<file path="config.mk">
export PLATFORM = sky130hd
export DESIGN_NAME = oversampled_uart_byte_receiver
export DESIGN_NICKNAME = d
export VERILOG_FILES = /design/src/ourx_pkg.sv /design/src/ourx_cfg_regs.sv /design/src/ourx_frame.sv /design/src/oversampled_uart_byte_receiver.sv
export VERILOG_INCLUDE_DIRS = /design/src /design/src/src
export SDC_FILE = /design/constraint.sdc
export NUM_CORES = 1
export LEC_CHECK = 0
export ABC_AREA = 1
export BUFFER_PORTS_ARGS = -buffer_cell sky130_fd_sc_hd__buf_2
export CAP_MARGIN = 5
export CORE_MARGIN = 8
export CORE_UTILIZATION = 54
export CTS_BUF_LIST = sky130_fd_sc_hd__clkbuf_16
export CTS_CLUSTER_DIAMETER = 50
export DETAILED_ROUTE_END_ITERATION = 8
export PLACE_DENSITY = 0.77
export SYNTH_ARGS = -nofsm -noshare
export SYNTH_HDL_FRONTEND = slang
export SYNTH_SLANG_ARGS = --single-unit
</file>
<file path="constraint.sdc">
create_clock -name clk -period 3.1 [get_ports clk]
set_input_delay 0.31 -clock clk [delete_from_list [all_inputs] [get_ports clk]]
set_output_delay 0.31 -clock clk [all_outputs]
set_load 0.05 [all_outputs]
</file>
<file path="src/oversampled_uart_byte_receiver_macros.svh">
// assertion macros used by the frame sequencer module
`ifndef OVERSAMPLED_UART_BYTE_RECEIVER_MACROS_SVH
`define OVERSAMPLED_UART_BYTE_RECEIVER_MACROS_SVH

`ifndef NO_ASSERTIONS

// same-cycle implication, sampled on clk, off during reset
`define OURX_ASSERT_NOW(lbl, ante, cons, msg) \
	lbl: assert property (@(posedge clk) disable iff (!arst_n) (ante) |-> (cons)) \
		else $error(msg);

// next-cycle implication, sampled on clk, off during reset
`define OURX_ASSERT_NEXT(lbl, ante, cons, msg) \
	lbl: assert property (@(posedge clk) disable iff (!arst_n) (ante) |=> (cons)) \
		else $error(msg);

`else

`define OURX_ASSERT_NOW(lbl, ante, cons, msg)
`define OURX_ASSERT_NEXT(lbl, ante, cons, msg)

`endif

`endif

</file>
<file path="src/ourx_pkg.sv">
// types and constants of the oversampled uart byte receiver
`timescale 1ns / 1ps

package ourx_pkg;

	// ring depth is a power of two, so head and fill wrap naturally
	localparam int RING_AW    = 9;
	localparam int RING_DEPTH = 1 << RING_AW;
	localparam int DATA_BITS  = 8;

	// configuration register indexes
	localparam logic [1:0] CFG_CONFIRM_DELAY      = 2'd0;
	localparam logic [1:0] CFG_FIRST_SAMPLE_DELAY = 2'd1;
	localparam logic [1:0] CFG_BIT_PERIOD         = 2'd2;

	// reset values of the configuration registers
	localparam logic [3:0] CONFIRM_DELAY_RST      = 4'd4;
	localparam logic [5:0] FIRST_SAMPLE_DELAY_RST = 6'd14;
	localparam logic [4:0] BIT_PERIOD_RST         = 5'd10;

	// result status codes
	localparam logic RX_STATUS_OK      = 1'b0;
	localparam logic RX_STATUS_FRAMING = 1'b1;

	typedef struct packed {
		logic [3:0] confirm_delay;
		logic [5:0] first_sample_delay;
		logic [4:0] bit_period;
	} cfg_t;

	typedef struct packed {
		logic               line_level;
		logic [RING_AW-1:0] consumer_index;
	} tick_t;

	typedef struct packed {
		logic               rx_status;
		logic [7:0]         rx_byte;
		logic [RING_AW-1:0] ring_write_index;
		logic [RING_AW-1:0] fill_count;
		logic [RING_AW-1:0] peak_fill;
	} result_t;

endpackage

</file>
<file path="src/ourx_cfg_regs.sv">
// configuration registers of the receiver
`timescale 1ns / 1ps

module ourx_cfg_regs import ourx_pkg::*; (
	input  logic       clk,
	input  logic       arst_n,
	input  logic       cfg_valid,
	input  logic [1:0] cfg_index,
	input  logic [5:0] cfg_data,
	output logic       cfg_ready,
	output cfg_t       cfg
);

	cfg_t cfg_q;

	assign cfg_ready = 1'b1;
	assign cfg       = cfg_q;

	always_ff @(posedge clk or negedge arst_n) begin
		if (!arst_n) begin
			cfg_q.confirm_delay      <= CONFIRM_DELAY_RST;
			cfg_q.first_sample_delay <= FIRST_SAMPLE_DELAY_RST;
			cfg_q.bit_period         <= BIT_PERIOD_RST;
		end else if (cfg_valid) begin
			unique case (cfg_index)
				CFG_CONFIRM_DELAY:      cfg_q.confirm_delay      <= cfg_data[3:0];
				CFG_FIRST_SAMPLE_DELAY: cfg_q.first_sample_delay <= cfg_data;
				CFG_BIT_PERIOD:         cfg_q.bit_period         <= cfg_data[4:0];
				default: ;
			endcase
		end
	end

endmodule

</file>
<file path="src/ourx_frame.sv">
// frame sequencer and ring head bookkeeping, one tick per step
`timescale 1ns / 1ps
`include "oversampled_uart_byte_receiver_macros.svh"

module ourx_frame import ourx_pkg::*; (
	input  logic    clk,
	input  logic    arst_n,
	input  cfg_t    cfg,
	input  logic    step,
	input  tick_t   tick_s1,
	output logic    res_valid,
	output result_t res
);

	localparam logic [1:0] STAGE_IDLE    = 2'd0;
	localparam logic [1:0] STAGE_CONFIRM = 2'd1;
	localparam logic [1:0] STAGE_DATA    = 2'd2;
	localparam logic [1:0] STAGE_STOP    = 2'd3;

	logic [1:0]         stage_q, stage_d;
	logic [8:0]         tick_q, tick_d;
	logic [8:0]         next_q, next_d;
	logic [3:0]         slot_q, slot_d;
	logic [7:0]         shift_q, shift_d;
	logic [RING_AW-1:0] head_q, head_d;
	logic [RING_AW-1:0] peak_q, peak_d;

	logic [8:0]         tick_inc;
	logic [3:0]         slot_inc;
	logic [RING_AW-1:0] head_inc;
	logic [RING_AW-1:0] fill;

	assign tick_inc = tick_q + 9'd1;
	assign slot_inc = slot_q + 4'd1;
	assign head_inc = head_q + RING_AW'(1);
	assign fill     = head_inc - tick_s1.consumer_index;

	always_comb begin
		stage_d   = stage_q;
		tick_d    = tick_q;
		next_d    = next_q;
		slot_d    = slot_q;
		shift_d   = shift_q;
		head_d    = head_q;
		peak_d    = peak_q;
		res_valid = 1'b0;
		res       = '0;
		if (step) begin
			if (stage_q == STAGE_IDLE) begin
				// a low level in idle opens a frame
				if (!tick_s1.line_level) begin
					stage_d = STAGE_CONFIRM;
					tick_d  = 9'd1;
					next_d  = {5'd0, cfg.confirm_delay};
					slot_d  = '0;
				end
			end else begin
				tick_d = tick_inc;
				if (tick_inc >= next_q) begin
					unique case (stage_q)
						STAGE_CONFIRM: begin
							if (tick_s1.line_level) begin
								// glitch, drop the frame quietly
								stage_d = STAGE_IDLE;
								tick_d  = '0;
								next_d  = '0;
								slot_d  = '0;
							end else begin
								stage_d = STAGE_DATA;
								next_d  = {3'd0, cfg.first_sample_delay};
								shift_d = '0;
							end
						end
						STAGE_DATA: begin
							if (tick_s1.line_level && !slot_q[3]) begin
								shift_d[slot_q[2:0]] = 1'b1;
							end
							slot_d = slot_inc;
							next_d = next_q + {4'd0, cfg.bit_period};
							if (slot_inc >= 4'(DATA_BITS)) begin
								stage_d = STAGE_STOP;
							end
						end
						STAGE_STOP: begin
							res_valid = 1'b1;
							if (!tick_s1.line_level) begin
								res.rx_status = RX_STATUS_FRAMING;
								res.peak_fill = peak_q;
							end else begin
								head_d = head_inc;
								if (fill >= peak_q) begin
									peak_d = fill;
								end
								res.rx_status        = RX_STATUS_OK;
								res.rx_byte          = shift_q;
								res.ring_write_index = head_q;
								res.fill_count       = fill;
								res.peak_fill        = (fill >= peak_q) ? fill : peak_q;
							end
							stage_d = STAGE_IDLE;
							tick_d  = '0;
							next_d  = '0;
							slot_d  = '0;
						end
						default: ;
					endcase
				end
			end
		end
	end

	always_ff @(posedge clk or negedge arst_n) begin
		if (!arst_n) begin
			stage_q <= STAGE_IDLE;
			tick_q  <= '0;
			next_q  <= '0;
			slot_q  <= '0;
			shift_q <= '0;
			head_q  <= '0;
			peak_q  <= '0;
		end else begin
			stage_q <= stage_d;
			tick_q  <= tick_d;
			next_q  <= next_d;
			slot_q  <= slot_d;
			shift_q <= shift_d;
			head_q  <= head_d;
			peak_q  <= peak_d;
		end
	end

	`OURX_ASSERT_NOW(a_idle_clear, stage_q == STAGE_IDLE, tick_q == '0 && slot_q == '0, "idle with live counters")
	`OURX_ASSERT_NOW(a_result_at_stop, res_valid, step && stage_q == STAGE_STOP, "result outside stop bit")
	`OURX_ASSERT_NOW(a_stop_slot, stage_q == STAGE_STOP, slot_q == 4'(DATA_BITS), "stop without all data bits")
	`OURX_ASSERT_NEXT(a_peak_grows, 1'b1, peak_q >= $past(peak_q), "peak fill went down")

endmodule

</file>
<file path="src/oversampled_uart_byte_receiver.sv">
// top level of the oversampled 8N1 uart byte receiver
`timescale 1ns / 1ps

// Oversampled 8N1 uart receiver. Each tick item carries one line sample and
// the consumer's ring read index; a low level in idle starts a frame, the
// start bit is rechecked confirm_delay ticks in, eight data bits are taken
// lsb first from first_sample_delay on, one per bit_period, and the stop bit
// one period after the last. A good stop bit gives a result item with the
// byte, its ring slot, the fill count and the peak fill; a low stop bit gives
// a framing error item. One tick item is taken every clock cycle while
// tick_stall is low; it is registered, stepped through the frame sequencer
// once the output register can advance, and its result, if any, lands in
// the output register. Stall on the result side backs up into the tick side
// only once the output register holds an item that is not taken. The user
// must write configuration only while no frame is in flight (not enforced).

module oversampled_uart_byte_receiver import ourx_pkg::*; (
	input  logic       clk,
	input  logic       arst_n,
	// tick items
	input  logic       tick_valid,
	output logic       tick_stall,
	input  tick_t      tick,
	// result items
	output logic       result_valid,
	input  logic       result_stall,
	output result_t    result,
	// configuration writes
	input  logic       cfg_valid,
	output logic       cfg_ready,
	input  logic [1:0] cfg_index,
	input  logic [5:0] cfg_data
);

	cfg_t    cfg;
	tick_t   tick_s1;
	logic    valid_s1;
	logic    out_valid_q;
	result_t out_q;
	logic    advance;
	logic    step;
	logic    res_valid;
	result_t res;

	// output register free or draining this cycle
	assign advance    = !out_valid_q || !result_stall;
	assign step       = valid_s1 && advance;
	// input register holds only while its item cannot move on
	assign tick_stall = valid_s1 && !advance;

	assign result_valid = out_valid_q;
	assign result       = out_q;

	ourx_cfg_regs u_cfg (
		.clk       (clk),
		.arst_n    (arst_n),
		.cfg_valid (cfg_valid),
		.cfg_index (cfg_index),
		.cfg_data  (cfg_data),
		.cfg_ready (cfg_ready),
		.cfg       (cfg)
	);

	ourx_frame u_frame (
		.clk       (clk),
		.arst_n    (arst_n),
		.cfg       (cfg),
		.step      (step),
		.tick_s1   (tick_s1),
		.res_valid (res_valid),
		.res       (res)
	);

	// input register
	always_ff @(posedge clk or negedge arst_n) begin
		if (!arst_n) begin
			valid_s1 <= 1'b0;
		end else if (tick_valid && !tick_stall) begin
			valid_s1 <= 1'b1;
		end else if (step) begin
			valid_s1 <= 1'b0;
		end
	end

	always_ff @(posedge clk) begin
		if (tick_valid && !tick_stall) begin
			tick_s1 <= tick;
		end
	end

	// output register
	always_ff @(posedge clk or negedge arst_n) begin
		if (!arst_n) begin
			out_valid_q <= 1'b0;
		end else if (advance) begin
			out_valid_q <= step && res_valid;
		end
	end

	always_ff @(posedge clk) begin
		if (step && res_valid) begin
			out_q <= res;
		end
	end

endmodule

</file>
After elaboration in Yosys (flattened, before gate mapping). Index checks and enable logic that the tools add are counted.

Output and inout port bits: 39. Bits of input ports: 23. Logic and storage cells: 110. Bits in registers: 113.

Add/sub/neg operators: 5. Equal/unequal tests: 10. Bitwise logic cells: 6. Order comparisons: 5. Multiplexer cells: 35. Reductions and logical operators: 30.

Operators with widths (number): $mux W9 (9); $pmux W9 S3 (1); $add A9 B1 Y9 const B (2); $ge A9 B9 Y1 (2); $pmux W9 S2 (1); $mux W4 (4); $mux W8 (2); $pmux W8 S2 (1); $reduce_and A5 Y1 (3); $pmux W4 S3 (1); $mux W2 (5); $add A9 B5 Y9 (1); $sub A9 B9 Y9 (1); $mux W1 (8); $or A8 B8 Y8 (1); $reduce_and A2 Y1 (4); $reduce_and A4 Y1 (2); $eq A2 B2 Y1 const B (3); $logic_and A1 B1 Y1 (6); $mux W6 (1); $pmux W2 S3 (1); $reduce_and A6 Y1 (1); $reduce_bool A2 Y1 (3); $logic_not A1 Y1 (5); other kinds (16) (23).

Depth between registers and ports, before layout. Gate-level depths: netlist (run 1).

Depth after elaboration: 7. Mapped depth: 24.

By module. A second synthesis (run 1) with hierarchy kept.

Cell total of the unflattened synthesis: 752. Area total of the unflattened synthesis: 6508.7 um2.

By module, submodules not included: ourx_frame (cells each 619, area each 4319.1 um2, instances 1, sequential area each 1251.2 um2); oversampled_uart_byte_receiver (cells each 61, area each 1482.7 um2, instances 1, sequential area each 1431.4 um2); ourx_cfg_regs (cells each 72, area each 706.9 um2, instances 1, sequential area each 382.9 um2).

Worst setup path after synthesis (run 1). Ideal clock, no wire load.

Path kind: register -> register. From: reg u_frame.head_q[0]. To: reg out_q, in the netlist result[0], data pin. Path buffers: 0. Arrival time: 3.001 ns. Clock period less this slack: 3.253 ns. Setup slack: -0.153 ns. Cell stages (with the launch flop): 24. Setup time: 0.252 ns. Required time: 2.848 ns. Cells stage by stage: dfrtp_1 ha_1 nand2_1 nor2_4 nand3_1 xor2_1 ha_1 nand2_1 inv_1 nand2_1 nand2_1 a21oi_1 nand3_1 nand2_2 inv_1 ha_1 nand2_1 inv_1 a21oi_1 nand4_2 nand2_2 nand2_1 nand3_1 inv_1.

Cells in the longest elaborated chain, start to end: 5.

Ends and longest elaborated chain: start: declaration (RTL line ourx_frame.sv:25) `logic [RING_AW-1:0] head_q, head_d;`; start signal: assignment (RTL line ourx_frame.sv:119) `head_q <= '0;`; start signal: assignment (RTL line ourx_frame.sv:127) `head_q <= head_d;`; $add A9 B1 Y9 (RTL line ourx_frame.sv:35) `assign head_inc = head_q + RING_AW'(1);`; named net u_frame.head_inc[6] (RTL line ourx_frame.sv:30) `logic [RING_AW-1:0] head_inc;`; $sub A9 B9 Y9 (RTL line ourx_frame.sv:36) `assign fill = head_inc - tick_s1.consumer_index;`; named net u_frame.fill[8] (RTL line ourx_frame.sv:31) `logic [RING_AW-1:0] fill;`; $ge A9 B9 Y1 (RTL line ourx_frame.sv:98) `res.peak_fill = (fill >= peak_q) ? fill : peak_q;`; $mux W9 (2 in series); end signal: assignment (RTL line oversampled_uart_byte_receiver.sv:102) `out_q <= res;`; end: declaration (RTL line oversampled_uart_byte_receiver.sv:39) `result_t out_q;`.

The timed path passes the listed nets, and every way through them passes these cells. A chain may end at the register's enable or synchronous reset.

Final worst setup path (run 1).
From: reg u_frame.head_q[0]. To: reg out_q, in the netlist result[3], data pin.

The elaborated chain is that of the path after synthesis.

==> summary.md, run 1 <==
| Metric | Value |
|---|---|
| Dominant delay contributor by cell family on the critical path | `simple AND/OR/NAND/NOR gates` |
| Hold Path Class | `in2reg` |
| Clock-pin transition on the worst setup and hold timing paths | `0.05 ns` |
| Violated checks | `negative setup slack` |
| Count of nets after finishing | `912` |
| Util after Layout | `0.7075` |
| CTS H-tree depth | `4` |
| I/O pin count | `62` |
| Number of distinct library cells after synthesis | `42` |
| Ranking of synthesized cells by area | `dfrtp_1 24%, edfxtp_1 22%, nand2_1 11%` |
| Per-cell via count in the routed design | `5.459` |
| Number of register bits inferred by synthesis | `113` |
| Effective utilization at floorplan | `0.5521` |
| Crit-path max cell delay | `0.43 ns` |
| Remaining max-slew budget at the tightest pin | `0.5025` |
| Count of input and output buffers | `60` |
| Residual overflow from global routing | `0` |
| Min Clock Period, post-route | `3.495 ns` |
| Number of diodes added for antenna fixing | `0` |
| Dpl cell area | `6993 µm²` |
| Wire length of the first global-routing pass | `24,260 µm` |
| Leakage power total | `3.994 nW` |
| Number of remaining DRC errors | `0` |
| Number of iterations in the first detailed-routing pass | `5` |
| Count of nets left with antenna violations after detail routing | `0` |
| Syn Nets | `791` |
| Core region area | `11,370 µm²` |
| Sum of internal, switching and leakage power | `6.212 mW` |
| Area of all placed cells without fillers | `8044 µm²` |
| Total Wirelength | `16,070 µm` |
| Number of filler cells placed in the layout | `811` |
| Number of standard-cell rows in the floorplan | `39` |
| Number of max-cap violations | `0` |
| CP cell instances | `nand3_4 > nor2_4 > nand4_1 > xor2_2 > inv_2 > ha_4 > nand2_4 > nor2_4 > nand2_1 > nand3_1 > nand3_1 > nand2_2 > inv_2 > ha_4 > nand2_1 > nand2_2 > a21oi_4 > nand4_4 > nand2_4 > nand2_1 > nand3_1 > inv_1` |
| Slew at the pin closest to its max-slew limit | `0.7463 ns` |
| Layout Skew | `0.01283 ns` |
| Portion of the post-synthesis area used by sequential elements | `0.4883` |
| Share of post-route cells with drive strength above 1 | `0.2715` |
| Gate count of the mapped netlist | `728` |
| Largest area contributor in the netlist | `dfrtp_1` |
| Power per Cell Area | `772.2 nW/µm²` |
| Buf/Inv on CP | `3` |
| Number of clock buffers inserted by TritonCTS | `17` |
| Clock tree from TritonCTS | `built` |
| RSZ-0062 raised after global routing | `true` |
| Nature of the critical path endpoint | `flop` |
| Worst-path cell with the longest stage delay | `dfrtp_2` |
| Required time worst endpoint | `3.27 ns` |
| Total standard cell area after synthesis | `6277 µm²` |
| IR Drop Worst-Case VDD | `0.5515 mV` |
| Flip-flop cell with the highest count after synthesis | `dfrtp_1` |
| Fin crit share | `1.128` |
| Detailed Route Iter0 Violations | `596` |
| Maximum frequency from static timing analysis | `286.1 MHz` |
| Die X-Extent | `123.8 µm` |
| Number of enable flip-flop cells after synthesis | `46` |
| Area added between synthesis and finish | `28.14%` |
| Synthesized area per cell | `8.623 µm²` |
| Clock Latency Late Sink | `0.42 ns` |
| Largest net degree at the start of global routing | `40` |
| Sum of net half-perimeters after detailed placement | `10,590 µm` |
| Setup slack after layout | `-0.3953 ns` |
| # setup viols final | `19` |
| Maximum count of clock buffers along a single path | `2` |
| Die area | `15,330 µm²` |
| Vias after detailed routing | `5,486` |
| Setup Crit Path Kind | `reg2reg` |
| Crit Path Max Fanout | `5` |
| Antenna violations before repair | `0` |
| Synth warn | `0` |
| Number of hold violations in the final report | `0` |
| Run status | `finished with violations` |
| Post-Place Setup Slack | `-0.2916 ns` |
| Startpoint type of the worst setup path | `flop` |
| Number of global-route vias before repair | `5,279` |
| Clock Sinks | `113` |
| Pins Over Slew Limit | `0` |
| Routed len/inst | `15.99 µm` |
| DIE HEIGHT | `123.8 µm` |
| Clock tree root buffer cell | `clkbuf_16` |
| Area share of the largest cell type after synthesis | `0.2432` |
| Asr flop ratio synth | `0.5929` |
| Overall routing resource usage | `0.2028` |
| Placer Congestion | `0.9211` |
| Data arrival time of the worst path | `3.67 ns` |
## sequential cells by signal, indices dropped and copies added (netlist names)
| name | cells |
|---|---|
| result | 36 |
| result_valid | 1 |
| tick_s1 | 10 |
| u_cfg.cfg | 15 |
| u_frame.head_q | 9 |
| u_frame.next_q | 9 |
| u_frame.peak_q | 9 |
| u_frame.shift_q | 8 |
| u_frame.slot_q | 4 |
| u_frame.stage_q | 2 |
| u_frame.tick_q | 9 |
| valid_s1 | 1 |
## worst register-to-register path, cell delays in order, from the launching register on
cell     delay, ns
dfrtp_2       0.43
nand3_4       0.11
nor2_4        0.11
nand4_1       0.15
xor2_2        0.29
inv_2         0.08
ha_4          0.32
nand2_4       0.08
nor2_4        0.10
nand2_1       0.08
nand3_1       0.10
nand3_1       0.10
nand2_2       0.09
inv_2         0.04
ha_4          0.23
nand2_1       0.11
nand2_2       0.08
a21oi_4       0.19
nand4_4       0.18
nand2_4       0.15
nand2_1       0.09
nand3_1       0.10
inv_1         0.06
## cells in the mapped netlist, types with 7 or more instances
master    instances
o21ai_0          25
xor2_1           15
nand4_1           8
inv_1           118
nand3_1          59
nor2_1           49
nand2_1         192
edfxtp_1         46
o21ai_1          24
o31ai_1           7
dfrtp_1          61
ha_1             38
buf_2             7
a21oi_1          17
## cells in the final DEF (no fill, tap or decap), drive strengths merged
master and count:
a21oi 17, dfstp 6, fa 2, conb 1
o21ai 52, or2 1, o22ai 1, dlygate4sd3 1
nand3 65, dfrtp 61, nand2 199, clkbuf 17
o211ai 1, o21a 1, clkinvlp 1, inv 128
nand3b 2, edfxtp 46, nand4 11, a22o 2
mux2 1, clkinv 6, bufinv 2, xor2 15
o31ai 7, nor2 53, nor4 1, nor3 3
ha 38, xnor2 5, buf 116
## timing repair
item | in CTS | in global routing
setup endpoints to repair | 18 | 54
cloned | 2 | 0
setup buffers | 12 | 12
pin swaps | 22 | 13
hold buffers | 1 | 0
resized for setup | 28 | 37
endpoints found under the hold margin | 28 | 0
## cell type report
cell class / instances / area (µm²) / area share
Multi-Input combinational cell: 478 / 3028 / 0.3764
Clock inverter: 15 / 115.1 / 0.01431
Tap cell: 143 / 178.9 / 0.02224
Timing Repair Buffer: 117 / 759.5 / 0.09442
Inverter: 122 / 467.9 / 0.05817
Sequential cell: 113 / 3069 / 0.3816
Clock buffer: 17 / 425.4 / 0.05289
## metal layers
| layer | wire (µm) | track usage |
|---|---|---|
| met2 | 8325 | 0.3617 |
| met1 | 6030 | 0.2170 |
| met5 | 0 | 0 |
| met4 | 508 | 0.1091 |
| met3 | 1200 | 0.05032 |
## power by group
part | internal (mW) | total [mW] | switching [mW]
sequential | 1.78 | 1.96 | 0.184
clock | 1.14 | 1.78 | 0.641
combinational | 0.872 | 2.47 | 1.59
## path summary, 6_finish.rpt
check | to | slack [ns] | startpoint | cells after the start
worst min-delay path | tick_s1[8] | 0.06 | tick[8] | 1
max in group asynchronous | u_frame.tick_q[0] | 1.61 | arst_n | 3
worst max register to register | result[3] | -0.40 | u_frame.head_q[0] | 22
min in group asynchronous | u_frame.head_q[2] | 0.49 | arst_n | 2
worst min register to register | u_cfg.cfg[9] | 0.49 | u_cfg.cfg[9] | 2
worst max-delay path | result[3] | -0.40 | u_frame.head_q[0] | 22
## logic make-up (layout without fill, tap and decap cells)
group,count (synthesis),count (layout),share of synthesized area
AND/OR/NAND/NOR,333,335,0.2374
buffers and inverters,139,271,0.09049
flip-flops,113,113,0.4883
AO/OA/AOI/OAI,81,81,0.07136
adder cells (fa/ha/maj),40,40,0.08212
XOR/XNOR,20,20,0.02791
other,1,1,0.0005974
multiplexers,1,1,0.001794
## through the flow
| step | hold slack, ns | TNS, ns | cells |
|---|---|---|---|
| floorplan | 0.01441 | -0.08077 | 728 |
| global placement | 0.3844 | -0.5777 | 946 |
| detailed placement | 0.3870 | -3.738 | 946 |
| CTS | 0.05360 | -2.597 | 993 |
| global route | 0.04816 | -9.205 | 1005 |
| finish | 0.06267 | -5.291 | 1005 |
No activity file was read; power rests on OpenSTA's default activity.
==> inputs of run 2 (changes only) <==
Settings changed: CORE_UTILIZATION 54 to 55, CTS_CLUSTER_SIZE set to 16, MAX_ROUTING_LAYER set to met4, PLACE_DENSITY 0.77 to 0.75.
Clock period 3.1 ns to 3.3 ns, I/O delays scaled along.
==> run 2 against run 1 <==
The run still ends with negative setup slack left. Utilization grew 1.7 points. Sequential cell count is the same. First-iteration DRC count grew 4.9%. Die area shrank 1.6%. Clock skew grew 0.0011 ns. Worst hold slack gained 0.016 ns. Fmax shrank 1.6%. Register-to-register slack gained 0.14 ns. Global-route usage grew 1.8 points. Largest cell class is now multi-input combinational cells. Clock power grew 6%.
==> summary.md, run 2 (synthesis gave the netlist of run 1 again) <==
| Metric | Value |
|---|---|
| Share of post-route cells with drive strength above 1 | `0.2973 (+0.02587)` |
| Clock Sinks | `113 (unchanged)` |
| Hold Path Class | `in2reg` |
| Clock tree root buffer cell | `clkbuf_16` |
| Length of routed wiring on met1 | `6564 µm (+8.9%)` |
| Number of hold violations in the final report | `0 (unchanged)` |
| Highest layer used for signal routing | `met4` |
| Number of filler cells placed in the layout | `755 (-6.9%)` |
| Clock tree from TritonCTS | `built` |
| # setup viols final | `18 (-1)` |
| Number of iterations in the first detailed-routing pass | `6 (+1)` |
| Violated checks | `negative setup slack` |
| IR Drop Worst-Case VDD | `0.5280 mV (-4.3%)` |
| Clock-pin transition on the worst setup and hold timing paths | `0.06 ns (about the same)` |
| Number of cells on the worst reg-to-reg path | `19 (-14%)` |
| Number of stages on the worst setup path | `19 (-14%)` |
| Min Clock Period, post-route | `3.551 ns (+0.05527 ns)` |
| Util after Layout | `0.7247 (+0.01723)` |
| Setup total negative slack | `-3.285 ns (+2.006 ns)` |
| Crit Path Max Fanout | `5 (unchanged)` |
| Count of nets after finishing | `911 (-0.11%)` |
| Dpl cell area | `6939 µm² (-0.77%)` |
| Remaining max-slew budget at the tightest pin | `0.3093 (-0.1931)` |
| Buf/Inv on CP | `5 (+2)` |
| Pins Over Slew Limit | `0 (unchanged)` |
| Maximum frequency from static timing analysis | `281.6 MHz (-1.6%)` |
| Clock Latency Late Sink | `0.42 ns (about the same)` |
| Setup Crit Path Kind | `reg2reg` |
| Post-Place Setup Slack | `-0.1353 ns (+0.1563 ns)` |
| Worst-path cell with the longest stage delay | `dfrtp_1` |
| Final worst hold slack | `0.07917 ns (+0.01649 ns)` |
| Wire length on met2 | `8443 µm (+1.4%)` |
| Total area of sequential cells | `3065 µm² (-0.12%)` |
| Data arrival time of the worst path | `3.73 ns (+0.06 ns)` |
| Routed len/inst | `16.94 µm (+6.0%)` |
| Maximum count of clock buffers along a single path | `2 (unchanged)` |
| Layout Skew | `0.01398 ns (+0.001143 ns)` |
| Nature of the critical path endpoint | `flop` |
| Power per Cell Area | `735.5 nW/µm² (-4.8%)` |
| Post-route non-filler standard cell count | `1,004 (-0.10%)` |
| Dominant delay contributor by cell family on the critical path | `simple AND/OR/NAND/NOR gates` |
| Sum of net half-perimeters after detailed placement | `10,380 µm (-2.0%)` |
| CP cell instances | `ha_2 > buf_4 > buf_4 > xor2_4 > ha_4 > buf_4 > buf_4 > xnor2_1 > ha_1 > nand2_1 > nand2_1 > nand2_1 > nand2_1 > nand2_2 > nand4_4 > nand2_4 > nand2_1 > nand3_4 > inv_2` |
| Crit-path max cell delay | `0.41 ns (-0.02 ns)` |
| Effective utilization at floorplan | `0.5569 (+0.004780)` |
| Multi-input logic area | `3107 µm² (+2.6%)` |
| Count of input and output buffers | `60 (unchanged)` |
| Number of remaining DRC errors | `0 (unchanged)` |
| RR Endpoint | `result[4]` |
| CP Capture Point | `result[4]` |
| Sum of internal, switching and leakage power | `6.008 mW (-3.3%)` |
| Fin crit share | `1.076 (-0.05158)` |
| Number of standard-cell rows in the floorplan | `39 (unchanged)` |
| DIE HEIGHT | `122.8 µm (-0.80%)` |
| Startpoint type of the worst setup path | `flop` |
| Number of diodes added for antenna fixing | `0 (unchanged)` |
| Placer Congestion | `0.8954 (-2.8%)` |
| Start point of the critical path | `u_frame.head_q[1]` |
| Die area | `15,090 µm² (-1.6%)` |
| Number of global-route vias before repair | `5,463 (+3.5%)` |
| Wire length of the first global-routing pass | `25,180 µm (+3.8%)` |
| Origin of the critical flop-to-flop path | `u_frame.head_q[1]` |
| Met3 layer wire length in the routed design | `1184 µm (-1.3%)` |
| Count of nets left with antenna violations after detail routing | `0 (unchanged)` |
| Most frequent CP cell | `nand2_1` |
| Setup slack of the worst register-to-register path | `-0.25 ns (+0.14 ns)` |
| Area added between synthesis and finish | `30.14%` |
| Cells after DPL | `951 (+0.53%)` |
| Die X-Extent | `122.8 µm (-0.80%)` |
| I/O pin count | `62 (unchanged)` |
| Overall routing resource usage | `0.2209 (+0.01809)` |
| RSZ-0062 raised after global routing | `true` |
| Commonest cells after routing, fill and taps aside | `174 x nand2_1, 114 x inv_1, 61 x dfrtp_1, 60 x buf_2, 54 x buf_4` |
| Leakage power total | `3.984 nW (-0.23%)` |
| Setup slack after layout | `-0.2506 ns (+0.1447 ns)` |
| Largest net degree at the start of global routing | `29 (-28%)` |
| Number of flip-flops under the largest register name | `36 (unchanged)` |
| Detailed Route Iter0 Violations | `625 (+4.9%)` |
| Residual overflow from global routing | `0 (unchanged)` |
| Antenna violations before repair | `0 (unchanged)` |
| Total Wirelength | `17,010 µm (+5.9%)` |
| Number of clock buffers inserted by TritonCTS | `17 (unchanged)` |
| Number of max-cap violations | `0 (unchanged)` |
| Core region area | `11,270 µm² (-0.86%)` |
| Required time worst endpoint | `3.48 ns (+0.21 ns)` |
| Per-cell via count in the routed design | `5.544 (+1.6%)` |
| Most common library cell in the layout ignoring fill and taps | `nand2_1` |
| Run status | `finished with violations` |
| Slew at the pin closest to its max-slew limit | `1.036 ns (+0.2897 ns)` |
| Vias after detailed routing | `5,566 (+1.5%)` |
| Area of all placed cells without fillers | `8169 µm² (+1.6%)` |
| CTS H-tree depth | `4 (unchanged)` |
[run 2: cell types whose count changed in the layout (fill, tap and decap cells not counted), moves of 4 or more]
cell	before	now
nand3_2	14	21
nand2_1	178	174
a21oi_2	2	6
nand3_1	49	40
nand2_2	14	18
[run 2: repair_timing]
action | in CTS | in global routing
buffers inserted | 7 | 12
pin swaps | 17 | 33
endpoints found under the hold margin | 17 | 0
cloned | 1 | 0
resized for setup | 21 | 74
endpoints found under the setup margin | 18 | 21
hold buffers | 1 | 0
[run 2: worst register-to-register path: stages, from the launching register on]
cell,delay [ns]
dfrtp_1,0.41
ha_2,0.22
buf_4,0.14
buf_4,0.15
xor2_4,0.20
ha_4,0.25
buf_4,0.14
buf_4,0.12
xnor2_1,0.39
ha_1,0.36
nand2_1,0.09
nand2_1,0.05
nand2_1,0.06
nand2_1,0.06
nand2_2,0.08
nand4_4,0.16
nand2_4,0.14
nand2_1,0.13
nand3_4,0.11
inv_2,0.03
[run 2: layout make-up]
cell class / count / area share
Clock buffer: 17 / 0.05208
Sequential cell: 113 / 0.3752
Multi-Input combinational cell: 477 / 0.3803
Timing Repair Buffer: 117 / 0.09190
Tap cell: 143 / 0.02190
Inverter: 122 / 0.05667
Clock inverter: 15 / 0.02190
[run 2: worst min path at each step]
stage,from,endpoint,slack (ns),cells past startpoint
3_3_place_gp,arst_n,u_frame.head_q[3],0.32,1
5_1_grt,tick[3],tick_s1[3],0.07,1
3_5_place_dp,arst_n,u_frame.head_q[3],0.32,1
2_1_floorplan,arst_n,result_valid,0.03,0
4_1_cts,tick[3],tick_s1[3],0.07,1
6_report,tick[3],tick_s1[3],0.08,1
[run 2: power breakdown]
group	switching [mW]	leakage [nW]	total, mW	internal [mW]
logic	1.49	2.35	2.28	0.793
registers	0.171	1.34	1.84	1.67
clock network	0.645	0.297	1.89	1.24
total	2.31	3.98	6.01	3.70
[run 2: per-layer routing]
| metal | GRT usage | up-vias |
|---|---|---|
| li1 | - | 2580 |
| met1 | 0.2383 | 2627 |
| met2 | 0.3612 | 271 |
| met3 | 0.05934 | 88 |
| met4 | 0.1280 | 0 |
| met5 | - | - |
==> inputs of run 3 (changes only) <==
Settings changed: RECOVER_POWER set to 25.
==> run 3 against run 2 <==
Largest cell class unchanged. Global-route usage did not move. Register-to-register slack hardly changed. The run still ends with negative setup slack left. Worst hold slack got worse by 0.00088 ns. Clock skew rose by 0.00075 ns. Setup slack worse by 0.0021 ns.
==> summary.md, run 3 (synthesis gave the netlist of run 1 again) <==
| Metric | Value |
|---|---|
| Remaining max-slew budget at the tightest pin | `0.1433 (-0.1660)` |
| Startpoint type of the worst setup path | `flop` |
| Maximum count of clock buffers along a single path | `2 (unchanged)` |
| Pins Over Slew Limit | `0 (unchanged)` |
| Total Wirelength | `17,020 µm (about the same)` |
| Post-Place Setup Slack | `-0.1353 ns (unchanged)` |
| Leakage power total | `3.974 nW (-0.25%)` |
| Number of hold violations in the final report | `0 (unchanged)` |
| Die X-Extent | `122.8 µm (unchanged)` |
| Cells after DPL | `951 (unchanged)` |
| Placer Congestion | `0.8954 (unchanged)` |
| Clock tree from TritonCTS | `built` |
| Internal Dissipation | `3.699 mW (about the same)` |
| Number of global-route vias before repair | `5,463 (unchanged)` |
| Nature of the critical path endpoint | `flop` |
| Count of input and output buffers | `60 (unchanged)` |
| Maximum frequency from static timing analysis | `281.5 MHz (about the same)` |
| Most frequent CP cell | `nand2_1` |
| Hold Path Class | `in2reg` |
| Worst hold stages | `1 (unchanged)` |
| Number of standard-cell rows in the floorplan | `39 (unchanged)` |
| DIE HEIGHT | `122.8 µm (unchanged)` |
| CP cell instances | `ha_2 > buf_4 > buf_4 > xor2_4 > ha_4 > buf_4 > buf_4 > xnor2_1 > ha_1 > nand2_1 > nand2_1 > nand2_1 > nand2_1 > nand2_2 > nand4_4 > nand2_4 > nand2_1 > nand3_4 > inv_2` |
| Number of flip-flops under the largest register name | `36 (unchanged)` |
| Setup slack after layout | `-0.2526 ns (-0.002062 ns)` |
| RSZ-0062 raised after global routing | `true` |
| Util after Layout | `0.7242 (about the same)` |
| Run status | `finished with violations` |
| # setup viols final | `18 (unchanged)` |
| IR Drop Worst-Case VDD | `0.5278 mV (about the same)` |
| Slew at the pin closest to its max-slew limit | `1.285 ns (+0.2491 ns)` |
| Required time worst endpoint | `3.48 ns (about the same)` |
| Layout Skew | `0.01473 ns (+0.0007536 ns)` |
| Count of nets left with antenna violations after detail routing | `0 (unchanged)` |
| Combinational share of power | `0.380 (about the same)` |
| Crit-path max cell delay | `0.41 ns (about the same)` |
| Total area of sequential cells | `3065 µm² (unchanged)` |
| Clock power share | `0.314 (about the same)` |
| Min Clock Period, post-route | `3.553 ns (+0.002062 ns)` |
| Commonest cells after routing, fill and taps aside | `174 x nand2_1, 114 x inv_1, 61 x dfrtp_1, 58 x buf_2, 53 x buf_4` |
| Routed len/inst | `16.95 µm (about the same)` |
| Area of all placed cells without fillers | `8163 µm² (about the same)` |
| CTS H-tree depth | `4 (unchanged)` |
| Worst-path cell with the longest stage delay | `dfrtp_1` |
| Data arrival time of the worst path | `3.73 ns (about the same)` |
| I/O pin count | `62 (unchanged)` |
| Sum of net half-perimeters after detailed placement | `10,380 µm (unchanged)` |
| Residual overflow from global routing | `0 (unchanged)` |
| Vias after detailed routing | `5,559 (-0.13%)` |
| Area added between synthesis and finish | `30.04% (about the same)` |
| Die area | `15,090 µm² (unchanged)` |
| Overall routing resource usage | `0.2209 (unchanged)` |
| Setup Crit Path Kind | `reg2reg` |
| Number of clock buffers inserted by TritonCTS | `17 (unchanged)` |
| Clock Sinks | `113 (unchanged)` |
| Power per Cell Area | `736.0 nW/µm² (about the same)` |
| Setup total negative slack | `-3.284 ns (+0.001300 ns)` |
| Clock tree root buffer cell | `clkbuf_16` |
| Most common library cell in the layout ignoring fill and taps | `nand2_1` |
| Largest net degree at the start of global routing | `29 (unchanged)` |
| Share of post-route cells with drive strength above 1 | `0.2904 (-0.006969)` |
| Sum of internal, switching and leakage power | `6.008 mW (about the same)` |
| Violated checks | `negative setup slack` |
| Clock-pin transition on the worst setup and hold timing paths | `0.06 ns (about the same)` |
| Number of diodes added for antenna fixing | `0 (unchanged)` |
| Wire length of the first global-routing pass | `25,180 µm (unchanged)` |
| Crit Path Max Fanout | `5 (unchanged)` |
| Post-route non-filler standard cell count | `1,004 (unchanged)` |
| Number of cells on the worst reg-to-reg path | `19 (unchanged)` |
| Final worst hold slack | `0.07828 ns (-0.0008814 ns)` |
| Multi-input logic area | `3107 µm² (unchanged)` |
| Share of power burned in registers | `0.305 (about the same)` |
| Dpl cell area | `6939 µm² (unchanged)` |
| Setup slack of the worst register-to-register path | `-0.25 ns (about the same)` |
| Core region area | `11,270 µm² (unchanged)` |
| Net switching share of the total power | `0.3844 (about the same)` |
| Number of max-cap violations | `0 (unchanged)` |
| Number of remaining DRC errors | `0 (unchanged)` |
| Effective utilization at floorplan | `0.5569 (unchanged)` |
| Sw power | `2.309 mW (about the same)` |
| Antenna violations before repair | `0 (unchanged)` |
| Detailed Route Iter0 Violations | `617 (-1.3%)` |
| Number of filler cells placed in the layout | `759 (+0.53%)` |
| Count of nets after finishing | `911 (unchanged)` |
| Clock Latency Late Sink | `0.42 ns (about the same)` |
| Per-cell via count in the routed design | `5.537 (-0.13%)` |
| Number of iterations in the first detailed-routing pass | `5 (-1)` |
| Fin crit share | `1.077 (about the same)` |
-- run 3: cell count changes in the layout (fill, tap and decap cells not counted), sizes merged --
cell,previous run,this run
buf,116,113
clkbuf,17,20
-- run 3: cell type report --
type	instances	area share
Timing Repair Buffer	117	0.09120
Multi-Input combinational cell	477	0.3806
Inverter	122	0.05671
Clock inverter	15	0.02192
Sequential cell	113	0.3755
Tap cell	143	0.02192
Clock buffer	17	0.05212
-- run 3: layer usage --
layer / track usage / share of wire / vias up
met3: 0.05934 / 0.071 / 77
li1: - / - / 2580
met1: 0.2383 / 0.39 / 2635
met2: 0.3612 / 0.50 / 267
met4: 0.1280 / 0.045 / 0
met5: - / 0 / -
-- run 3: worst max-delay path: cells and delay by family (launching register included) --
| kind | cells | cell delay [ns] |
|---|---|---|
| buffers and inverters | 5 | 0.57 |
| and+or+nand+nor | 9 | 0.87 |
| xor gates and xnor gates | 2 | 0.59 |
| DFF | 1 | 0.41 |
| adders and majority gates | 3 | 0.83 |
-- run 3: worst paths after layout --
kind,start,to
max in group asynchronous,arst_n,u_frame.shift_q[2]
worst max-delay path,u_frame.head_q[1],result[4]
min in group asynchronous,arst_n,u_frame.head_q[3]
worst max register to register,u_frame.head_q[1],result[4]
worst min register to register,u_frame.shift_q[4],u_frame.shift_q[4]
worst min-delay path,tick[3],tick_s1[3]
-- run 3: repair_timing --
item | in CTS | in global routing
pin swaps | 17 | 33
cloned | 1 | 0
endpoints found under the setup margin | 18 | 21
buffers inserted | 7 | 12
hold buffers | 1 | 0
gates resized for setup | 21 | 74
hold endpoints to repair | 17 | 0
-- run 3: power by group through the flow --
stage          registers, mW  logic, mW  clock network, mW
2_1_floorplan           1.85       1.39                  0
3_3_place_gp            1.83       1.84                  0
3_5_place_dp            1.84       1.90                  0
4_1_cts                 1.82       2.00               1.90
5_1_grt                 1.86       2.52               1.98
6_report                1.84       2.29               1.89
